## config.mk

```make
export PLATFORM = sky130hd
export DESIGN_NAME = bounded_stack_sorted_dump
export DESIGN_NICKNAME = d
export VERILOG_FILES = /design/src/hdl/bsd_pkg.sv /design/src/hdl/bounded_stack_sorted_dump.sv /design/src/hdl/bsd_seq.sv /design/src/hdl/bsd_datapath.sv
export SDC_FILE = /design/constraint.sdc
export NUM_CORES = 2
export LEC_CHECK = 0
export BUFFER_PORTS_ARGS = -buffer_cell sky130_fd_sc_hd__buf_4
export CAP_MARGIN = 40
export CORE_MARGIN = 3
export CORE_UTILIZATION = 55
export DETAILED_ROUTE_END_ITERATION = 12
export PLACE_DENSITY = 0.71
export SLEW_MARGIN = 20
export SYNTH_ARGS = -nofsm -noshare
export SYNTH_HDL_FRONTEND = slang
export SYNTH_SLANG_ARGS = --single-unit
export TNS_END_PERCENT = 100
```

## constraint.sdc

```tcl
create_clock -name clk -period 23.1 [get_ports clk]
set_clock_uncertainty 0.2 [all_clocks]
set_input_delay 2.31 -clock clk [delete_from_list [all_inputs] [get_ports clk]]
set_output_delay 2.31 -clock clk [all_outputs]
set_load 0.03 [all_outputs]
```

## src/hdl/bsd_pkg.sv

```systemverilog
// ----------------------------------------------------------------------------
// bsd_pkg
// Shared types and constants for the bounded stack with sorted dump.
// ----------------------------------------------------------------------------
package bsd_pkg;

	// default built depth of the stack
	localparam int unsigned BSD_DEPTH = 16;

	// fixed field widths
	localparam int unsigned KEY_W = 32;
	localparam int unsigned TAG_W = 32;
	localparam int unsigned POS_W = 5;
	localparam int unsigned CAP_W = 5;

	typedef enum logic [1:0] {
		OP_PUSH = 2'd0,
		OP_POP  = 2'd1,
		OP_LIST = 2'd2,
		OP_NOP  = 2'd3
	} op_t;

	typedef enum logic [1:0] {
		STAT_OK    = 2'd0,
		STAT_FULL  = 2'd1,
		STAT_EMPTY = 2'd2
	} status_t;

	// what a memory read issued by the sequencer is for
	typedef enum logic [1:0] {
		RK_COPY = 2'd0,	// stack entry: list it and copy it into the sort store
		RK_LOAD = 2'd1,	// sort entry i into the running element
		RK_CMP  = 2'd2,	// sort entry j against the running element
		RK_OUT  = 2'd3	// sort entry: list it in sorted order
	} rd_kind_t;

	typedef enum logic [3:0] {
		S_IDLE,
		S_DUMP,
		S_COPY_END,
		S_LOAD,
		S_CMP,
		S_DRAIN,
		S_WRBK,
		S_OUT,
		S_FLUSH
	} state_t;

	typedef struct packed {
		logic signed [KEY_W-1:0] key;
		logic [TAG_W-1:0]        tag;
	} rec_t;

	// per-cycle command from the sequencer to the datapath
	typedef struct packed {
		logic     push_wr;
		logic     rd_stk;
		logic     rd_srt;
		rd_kind_t kind;
		logic     last;
		logic     wrbk;
		logic     stat_vld;
		status_t  stat;
	} seq_cmd_t;

endpackage

```

## src/hdl/bounded_stack_sorted_dump.sv

```systemverilog
// ----------------------------------------------------------------------------
// bounded_stack_sorted_dump
// Bounded LIFO stack of key/tag records with a listing in stack order and
// in descending key order.
// ----------------------------------------------------------------------------
// A command is taken when start is high and busy is low; its results come
// out one per cycle, with a pause while the list sorts, each marked by done
// for exactly one cycle, and the last one carries last. The receiver cannot
// stall the block. Push and pop leave busy low and give the single status
// result in the next cycle, so these commands can be issued back to back. A
// list of a stack holding n records keeps busy high while it walks the stack
// memory, runs one exchange-sort pass per sort entry but the last on the one
// read and one write port of the sort memory, then reads the sorted copy
// out. Its 2n results pass through the read stage and the result register.
// A list of an empty stack gives one status result the next cycle. No
// clearing pass runs after reset.
module bounded_stack_sorted_dump #(
	parameter int unsigned DEPTH = bsd_pkg::BSD_DEPTH
) (
	input  logic                              clk,
	input  logic                              arst_n,
	input  logic                              start,
	output logic                              busy,
	input  logic [1:0]                        op,
	input  logic signed [bsd_pkg::KEY_W-1:0]  record_key,
	input  logic [bsd_pkg::TAG_W-1:0]         record_tag,
	input  logic                              cfg_we,
	input  logic [bsd_pkg::CAP_W-1:0]         cfg_wdata,
	output logic                              done,
	output logic [1:0]                        status,
	output logic                              listing,
	output logic [bsd_pkg::POS_W-1:0]         position,
	output logic signed [bsd_pkg::KEY_W-1:0]  out_key,
	output logic [bsd_pkg::TAG_W-1:0]         out_tag,
	output logic                              last
);
	import bsd_pkg::*;

	localparam int unsigned AW = (DEPTH > 1) ? $clog2(DEPTH) : 1;
	localparam int unsigned CW = $clog2(DEPTH + 1);
	localparam int unsigned RW = (CW > CAP_W) ? CW : CAP_W;

	logic [RW-1:0] cap_q;
	logic [CW-1:0] eff_cap;
	seq_cmd_t      cmd;
	logic [AW-1:0] rd_addr;
	logic [AW-1:0] wr_addr;
	logic [POS_W-1:0] pos;

	// capacity register
	always_ff @(posedge clk or negedge arst_n) begin
		if (!arst_n) begin
			cap_q <= RW'(DEPTH);
		end else if (cfg_we) begin
			cap_q <= RW'(cfg_wdata);
		end
	end

	// capacity saturates at the built depth
	assign eff_cap = (cap_q > RW'(DEPTH)) ? CW'(DEPTH) : CW'(cap_q);

	bsd_seq #(
		.DEPTH(DEPTH)
	) u_seq (
		.clk     (clk),
		.arst_n  (arst_n),
		.start   (start),
		.op      (op),
		.eff_cap (eff_cap),
		.busy    (busy),
		.cmd     (cmd),
		.rd_addr (rd_addr),
		.wr_addr (wr_addr),
		.pos     (pos)
	);

	bsd_datapath #(
		.DEPTH(DEPTH)
	) u_dp (
		.clk        (clk),
		.arst_n     (arst_n),
		.cmd        (cmd),
		.rd_addr    (rd_addr),
		.wr_addr    (wr_addr),
		.pos        (pos),
		.record_key (record_key),
		.record_tag (record_tag),
		.done       (done),
		.status     (status),
		.listing    (listing),
		.position   (position),
		.out_key    (out_key),
		.out_tag    (out_tag),
		.last       (last)
	);

endmodule

```

## src/hdl/bsd_seq.sv

```systemverilog
// ----------------------------------------------------------------------------
// bsd_seq
// Sequencer: stack count, push/pop decisions and the list/sort walk.
// ----------------------------------------------------------------------------
module bsd_seq #(
	parameter int unsigned DEPTH = bsd_pkg::BSD_DEPTH,
	localparam int unsigned AW = (DEPTH > 1) ? $clog2(DEPTH) : 1,
	localparam int unsigned CW = $clog2(DEPTH + 1)
) (
	input  logic                     clk,
	input  logic                     arst_n,
	input  logic                     start,
	input  logic [1:0]               op,
	input  logic [CW-1:0]            eff_cap,
	output logic                     busy,
	output bsd_pkg::seq_cmd_t        cmd,
	output logic [AW-1:0]            rd_addr,
	output logic [AW-1:0]            wr_addr,
	output logic [bsd_pkg::POS_W-1:0] pos
);
	import bsd_pkg::*;

	state_t        state_q, state_d;
	logic [CW-1:0] count_q;
	logic [AW-1:0] k_q, i_q, j_q;
	logic [CW-1:0] last_idx;
	logic          full;
	logic          empty;
	op_t           op_in;

	assign op_in    = op_t'(op);
	assign last_idx = count_q - CW'(1);
	assign full     = (count_q >= eff_cap);
	assign empty    = (count_q == '0);
	assign busy     = (state_q != S_IDLE);

	// next state
	always_comb begin
		state_d = state_q;
		case (state_q)
			S_IDLE: begin
				if (start && (op_in == OP_LIST) && !empty) state_d = S_DUMP;
			end
			S_DUMP: begin
				if (k_q == '0) state_d = S_COPY_END;
			end
			S_COPY_END: begin
				state_d = (count_q == CW'(1)) ? S_OUT : S_LOAD;
			end
			S_LOAD: state_d = S_CMP;
			S_CMP: begin
				if (CW'(j_q) == last_idx) state_d = S_DRAIN;
			end
			S_DRAIN: state_d = S_WRBK;
			S_WRBK: begin
				state_d = ((CW'(i_q) + CW'(1)) == last_idx) ? S_OUT : S_LOAD;
			end
			S_OUT: begin
				if (k_q == '0) state_d = S_FLUSH;
			end
			S_FLUSH: state_d = S_IDLE;
			default: state_d = S_IDLE;
		endcase
	end

	// command outputs
	always_comb begin
		cmd     = '0;
		rd_addr = '0;
		wr_addr = '0;
		pos     = '0;
		case (state_q)
			S_IDLE: begin
				if (start) begin
					case (op_in)
						OP_PUSH: begin
							cmd.stat_vld = 1'b1;
							if (full) begin
								cmd.stat = STAT_FULL;
							end else begin
								cmd.stat    = STAT_OK;
								cmd.push_wr = 1'b1;
								wr_addr     = count_q[AW-1:0];
							end
						end
						OP_POP: begin
							cmd.stat_vld = 1'b1;
							cmd.stat     = empty ? STAT_EMPTY : STAT_OK;
						end
						OP_LIST: begin
							if (empty) begin
								cmd.stat_vld = 1'b1;
								cmd.stat     = STAT_EMPTY;
							end
						end
						default: ;
					endcase
				end
			end
			S_DUMP: begin
				cmd.rd_stk = 1'b1;
				cmd.kind   = RK_COPY;
				rd_addr    = k_q;
				pos        = POS_W'(CW'(k_q) + CW'(1));
			end
			S_LOAD: begin
				cmd.rd_srt = 1'b1;
				cmd.kind   = RK_LOAD;
				rd_addr    = i_q;
			end
			S_CMP: begin
				cmd.rd_srt = 1'b1;
				cmd.kind   = RK_CMP;
				rd_addr    = j_q;
			end
			S_WRBK: begin
				cmd.wrbk = 1'b1;
				wr_addr  = i_q;
			end
			S_OUT: begin
				cmd.rd_srt = 1'b1;
				cmd.kind   = RK_OUT;
				cmd.last   = (k_q == '0);
				rd_addr    = k_q;
				pos        = POS_W'(count_q - CW'(k_q));
			end
			default: ;
		endcase
	end

	// state, count and walk indexes
	always_ff @(posedge clk or negedge arst_n) begin
		if (!arst_n) begin
			state_q <= S_IDLE;
			count_q <= '0;
			k_q     <= '0;
			i_q     <= '0;
			j_q     <= '0;
		end else begin
			state_q <= state_d;
			case (state_q)
				S_IDLE: begin
					if (start) begin
						case (op_in)
							OP_PUSH: if (!full) count_q <= count_q + CW'(1);
							OP_POP:  if (!empty) count_q <= count_q - CW'(1);
							OP_LIST: k_q <= last_idx[AW-1:0];
							default: ;
						endcase
					end
				end
				S_DUMP: k_q <= k_q - AW'(1);
				S_COPY_END: begin
					i_q <= '0;
					k_q <= last_idx[AW-1:0];
				end
				S_LOAD: j_q <= i_q + AW'(1);
				S_CMP:  j_q <= j_q + AW'(1);
				S_WRBK: begin
					i_q <= i_q + AW'(1);
					k_q <= last_idx[AW-1:0];
				end
				S_OUT: k_q <= k_q - AW'(1);
				default: ;
			endcase
		end
	end

endmodule

```

## src/hdl/bsd_datapath.sv

```systemverilog
// ----------------------------------------------------------------------------
// bsd_datapath
// Stack and sort memories, read stage, exchange compare and result register.
// ----------------------------------------------------------------------------
module bsd_datapath #(
	parameter int unsigned DEPTH = bsd_pkg::BSD_DEPTH,
	localparam int unsigned AW = (DEPTH > 1) ? $clog2(DEPTH) : 1
) (
	input  logic                              clk,
	input  logic                              arst_n,
	input  bsd_pkg::seq_cmd_t                 cmd,
	input  logic [AW-1:0]                     rd_addr,
	input  logic [AW-1:0]                     wr_addr,
	input  logic [bsd_pkg::POS_W-1:0]         pos,
	input  logic signed [bsd_pkg::KEY_W-1:0]  record_key,
	input  logic [bsd_pkg::TAG_W-1:0]         record_tag,
	output logic                              done,
	output logic [1:0]                        status,
	output logic                              listing,
	output logic [bsd_pkg::POS_W-1:0]         position,
	output logic signed [bsd_pkg::KEY_W-1:0]  out_key,
	output logic [bsd_pkg::TAG_W-1:0]         out_tag,
	output logic                              last
);
	import bsd_pkg::*;

	rec_t stk_mem [DEPTH];
	rec_t srt_mem [DEPTH];

	// read stage
	logic           vld_s1;
	rd_kind_t       kind_s1;
	logic [AW-1:0]  addr_s1;
	logic [POS_W-1:0] pos_s1;
	logic           last_s1;
	rec_t           stk_rd_s1;
	rec_t           srt_rd_s1;

	// running element of the exchange sort (entry i)
	rec_t           cur_q;
	logic           swap;

	// sort store write port
	logic           srt_we;
	logic [AW-1:0]  srt_waddr;
	rec_t           srt_wdata;

	// result register
	logic           done_q;
	status_t        status_q;
	logic           listing_q;
	logic [POS_W-1:0] position_q;
	rec_t           rec_q;
	logic           last_q;

	// stack store: push writes, list walk reads
	always_ff @(posedge clk) begin
		if (cmd.push_wr) stk_mem[wr_addr] <= '{key: record_key, tag: record_tag};
		if (cmd.rd_stk) stk_rd_s1 <= stk_mem[rd_addr];
	end

	// sort store
	always_ff @(posedge clk) begin
		if (srt_we) srt_mem[srt_waddr] <= srt_wdata;
		if (cmd.rd_srt) srt_rd_s1 <= srt_mem[rd_addr];
	end

	// read stage tags
	always_ff @(posedge clk or negedge arst_n) begin
		if (!arst_n) begin
			vld_s1 <= 1'b0;
		end else begin
			vld_s1 <= cmd.rd_stk | cmd.rd_srt;
		end
	end

	always_ff @(posedge clk) begin
		kind_s1 <= cmd.kind;
		addr_s1 <= rd_addr;
		pos_s1  <= pos;
		last_s1 <= cmd.last;
	end

	// swap when the running key is greater (signed)
	assign swap = (cur_q.key > srt_rd_s1.key);

	// sort store write select; copy, swap and write-back never share a cycle
	always_comb begin
		srt_we    = 1'b0;
		srt_waddr = addr_s1;
		srt_wdata = cur_q;
		if (cmd.wrbk) begin
			srt_we    = 1'b1;
			srt_waddr = wr_addr;
		end else if (vld_s1 && (kind_s1 == RK_COPY)) begin
			srt_we    = 1'b1;
			srt_wdata = stk_rd_s1;
		end else if (vld_s1 && (kind_s1 == RK_CMP) && swap) begin
			srt_we    = 1'b1;
		end
	end

	// running element update
	always_ff @(posedge clk) begin
		if (vld_s1 && (kind_s1 == RK_LOAD)) cur_q <= srt_rd_s1;
		else if (vld_s1 && (kind_s1 == RK_CMP) && swap) cur_q <= srt_rd_s1;
	end

	// result strobe
	always_ff @(posedge clk or negedge arst_n) begin
		if (!arst_n) begin
			done_q <= 1'b0;
		end else begin
			done_q <= cmd.stat_vld |
				(vld_s1 && ((kind_s1 == RK_COPY) || (kind_s1 == RK_OUT)));
		end
	end

	// result payload
	always_ff @(posedge clk) begin
		if (cmd.stat_vld) begin
			status_q   <= cmd.stat;
			listing_q  <= 1'b0;
			position_q <= '0;
			rec_q      <= '0;
			last_q     <= 1'b1;
		end else if (vld_s1 && (kind_s1 == RK_COPY)) begin
			status_q   <= STAT_OK;
			listing_q  <= 1'b0;
			position_q <= pos_s1;
			rec_q      <= stk_rd_s1;
			last_q     <= 1'b0;
		end else if (vld_s1 && (kind_s1 == RK_OUT)) begin
			status_q   <= STAT_OK;
			listing_q  <= 1'b1;
			position_q <= pos_s1;
			rec_q      <= srt_rd_s1;
			last_q     <= last_s1;
		end
	end

	assign done     = done_q;
	assign status   = status_q;
	assign listing  = listing_q;
	assign position = position_q;
	assign out_key  = rec_q.key;
	assign out_tag  = rec_q.tag;
	assign last     = last_q;

endmodule

```

==> results.cfg <==
[critical_path]
crit_fanout = 207
r2r_cells = 16
reg2reg_from = u_seq.state_q[2]
critPathKind = reg -> reg
required_ns = 23.62
cp.arrival_ns = 7.19
startpoint_type = register
endpoint_kind = register
crit-reg2reg-capture = u_dp.srt_rd_s1[13]
r2r_slack_ns = 16.43
cp-startpoint = u_seq.state_q[2]

[global_routing]
grt.busiest_layer = met2
grt_max_degree = 222
gr-usage-met3_pct = 5.755
grt_util_all_layers_pct = 29.56
gr-total-overflow = 0
grt_pass1_vias = 57402
grt_pass1_wl_um = 381700
use_met1_pct = 39.16
grt.met2_usage_pct = 48.04
antenna_found_initial = 24

[cells_and_area]
final_core_util_pct = 62.67
nets = 6745
final_common_cell = edfxtp_1
most-common-layout-cells = 2242 x edfxtp_1, 1266 x nand2_1, 521 x a31oi_1, 516 x a211oi_1, 514 x and3_1
area_growth_pct = 12.71
drive_gt1_share_pct = 11.58
design_area_mm2 = 0.1052
fin_cells = 9035

[route]
routedWlPerCell_um = 28.94
ant_nets = 0
drt-total-wl_um = 261500
drt_iter0_drc = 7883
drc = 0
dr_total_vias = 59532
drt_first_pass_iters = 5
viasPerCell = 6.589

[pwr]
p_seq_share_pct = 36.2
p_leak_nw = 35.69
switching_share_pct = 40.96
peakVddDrop_v = 0.0002131
internal_power_mw = 9.982
p_comb_share_pct = 42.2
powerDensity_mw_per_mm2 = 160.8
pwr-share-clk_pct = 21.6
p_sw_mw = 6.926

[cts]
cts_resized = 0
cts-root-buf = clkbuf_16
cts_tree = done
cts.path.max_buffers = 3
cts_setup_buffers = 0
path_clk_slew_ns = 0.07
clkSinkCount = 2353
cts_buffers = 225
clock_latency_ns = 0.90
postCtsHoldBufs = 0
cts_max_level = 4

[timing]
slew_violations = 0
max_slew.worst_pin.slew_ns = 1.322
setup_viol = 0
hold_viol = 0
post-route-min-period_ns = 6.672
setup_slack_ns = 16.43
finalCritPeriodShare_pct = 28.88
setup_tns_ns = 0
rsz0062_at_grt = false
max_slew_margin_pct = 11.86
fmax_mhz = 149.9

[logic_synthesis]
synth_fp_nets = 6704
synthXorXnorAreaFrac_pct = 0.2253
ys_types = 64
synth_top_family_by_area = compound AO/OA/AOI/OAI gates
syn_avg_cell_area_um2 = 14.19
seq_area_frac_synth_pct = 74.70
ys_ff_latch = 2353
muxShareOfSynthArea_pct = 0.8087
netlist_area_mm2 = 0.09329
syn_inst = 6575
synth.area.top_cells = edfxtp_1 72%, nand2_1 5.1%, a211oi_1 4.2%, a31oi_1 3.5%, and3_1 3.4%
ys_warn_count = 0
synth_fa_ha_area_share_pct = 0.7323
synth_compound_area_share_pct = 11.07
synth_top_area_cell = edfxtp_1
synth_edf_count = 2242
synth_simple_gate_area_share_pct = 9.886
async_flop_share_pct = 1.190
yosys.area.top_type_share_pct = 72.17
ys.flop_type = edfxtp_1

[floorplanning]
die_y_um = 417.9
die_w_um = 417.9
ios = 150
coreArea_mm2 = 0.1678
rows = 150
start_util_pct = 55.60
die_area_mm2 = 0.1746

[min_path]
hold_depth = 2
hp-start = u_dp.pos_s1[1]
hold_end = u_dp.position[1]
hold_class = reg -> reg

[placement]
dp.cells = 8580
placed_area_mm2 = 0.09741
dp_worst_setup_slack_ns = 16.06
gp_congestion = 0.8329
io_buffers = 149
hpwl_um = 143500

[job]
drv_cap = 0

[outcome]
outcome = finished clean
-- stage by stage --
| stage | total power [mW] | hold WS, ns |
|---|---|---|
| floorplan | 10.64 | 0.2174 |
| global placement | 12.79 | 0.2286 |
| detailed placement | 13.14 | 0.2321 |
| CTS | 16.79 | 0.2424 |
| global route | 17.65 | 0.2597 |
| finish | 16.91 | 0.2443 |
-- sequential cells by signal, indices dropped and copies added, names as in the netlist, 2 cells and up --
signal,flops
u_seq.count_q,5
u_dp.cur_q,64
u_dp.srt_rd_s1,64
u_dp.out_tag,32
u_seq.k_q,4
u_dp.pos_s1,5
u_dp.stk_mem,1024
u_dp.stk_rd_s1,64
u_seq.j_q,4
u_dp.out_key,32
u_dp.addr_s1,4
u_dp.srt_mem,1024
u_seq.i_q,4
u_seq.state_q,4
u_dp.status,2
u_dp.position,5
u_dp.kind_s1,2
cap_q,5
-- worst max-delay path, stage by stage, from the launching register on --
cell and delay, ns:
dfrtp_1 0.54, xnor2_1 0.39, nand3_4 0.59, and2_4 0.64, inv_16 0.58, buf_4 0.49, buf_16 0.31, buf_4 0.24
buf_16 0.29, buf_4 0.31, buf_16 0.29, buf_4 0.49, buf_12 0.30, nand2_1 0.10, a31oi_1 0.21, a22oi_1 0.12
nand2_1 0.12
-- how the worst max path moves through the flow --
stage | endpoint | slack, ns | cells after the start
4_1_cts | u_dp.srt_rd_s1[13] | 16.01 | 13
5_1_grt | u_dp.srt_rd_s1[13] | 16.07 | 16
2_1_floorplan | u_dp.srt_mem[10][0] | 15.67 | 9
3_5_place_dp | u_dp.srt_rd_s1[13] | 16.06 | 13
6_report | u_dp.srt_rd_s1[13] | 16.43 | 16
3_3_place_gp | u_dp.srt_rd_s1[23] | 16.07 | 12
-- power by group through the flow --
stage          logic [mW]  registers [mW]  clock network [mW]
2_1_floorplan        4.55            6.09                   0
3_3_place_gp         6.61            6.18                   0
3_5_place_dp         6.96            6.19                   0
4_1_cts              7.01            6.11                3.68
5_1_grt              7.65            6.14                3.85
6_report             7.14            6.12                3.65
-- per-layer routing --
layer,share of wire (%),vias up
li1,-,25556
met1,37,29859
met2,49,3472
met3,10,635
met4,4.2,10
met5,0.022,-
-- Yosys cell counts (all sizes together) (27+ instances only) --
master / number
dfxtp: 83
and3: 514
a311oi: 64
nor2: 106
a22oi: 262
a211oi: 517
dfrtp: 27
mux2: 67
inv: 56
clkbuf: 374
edfxtp: 2242
nand3: 80
ha: 53
nand2: 1268
a21oi: 38
a31oi: 521
buf: 144
-- area by class of cell --
type / count / area (um2)
Antenna cell: 18 / 45.04
Inverter: 56 / 227.7
Clock buffer: 291 / 6041
Tap cell: 2204 / 2758
Multi-Input combinational cell: 3648 / 21510
Timing Repair Buffer: 332 / 3508
Fill cell: 11994 / 62630
Clock inverter: 133 / 1366
Sequential cell: 2353 / 69690
-- cell families after synthesis --
logic type      count (synthesis)
flops                        2353
buf+inv                       574
xor+xnor                       24
fa+ha+maj                      54
compound gates               1465
mux                            67
simple gates                 2038
Note: power is estimated with default switching activity, not from simulation.
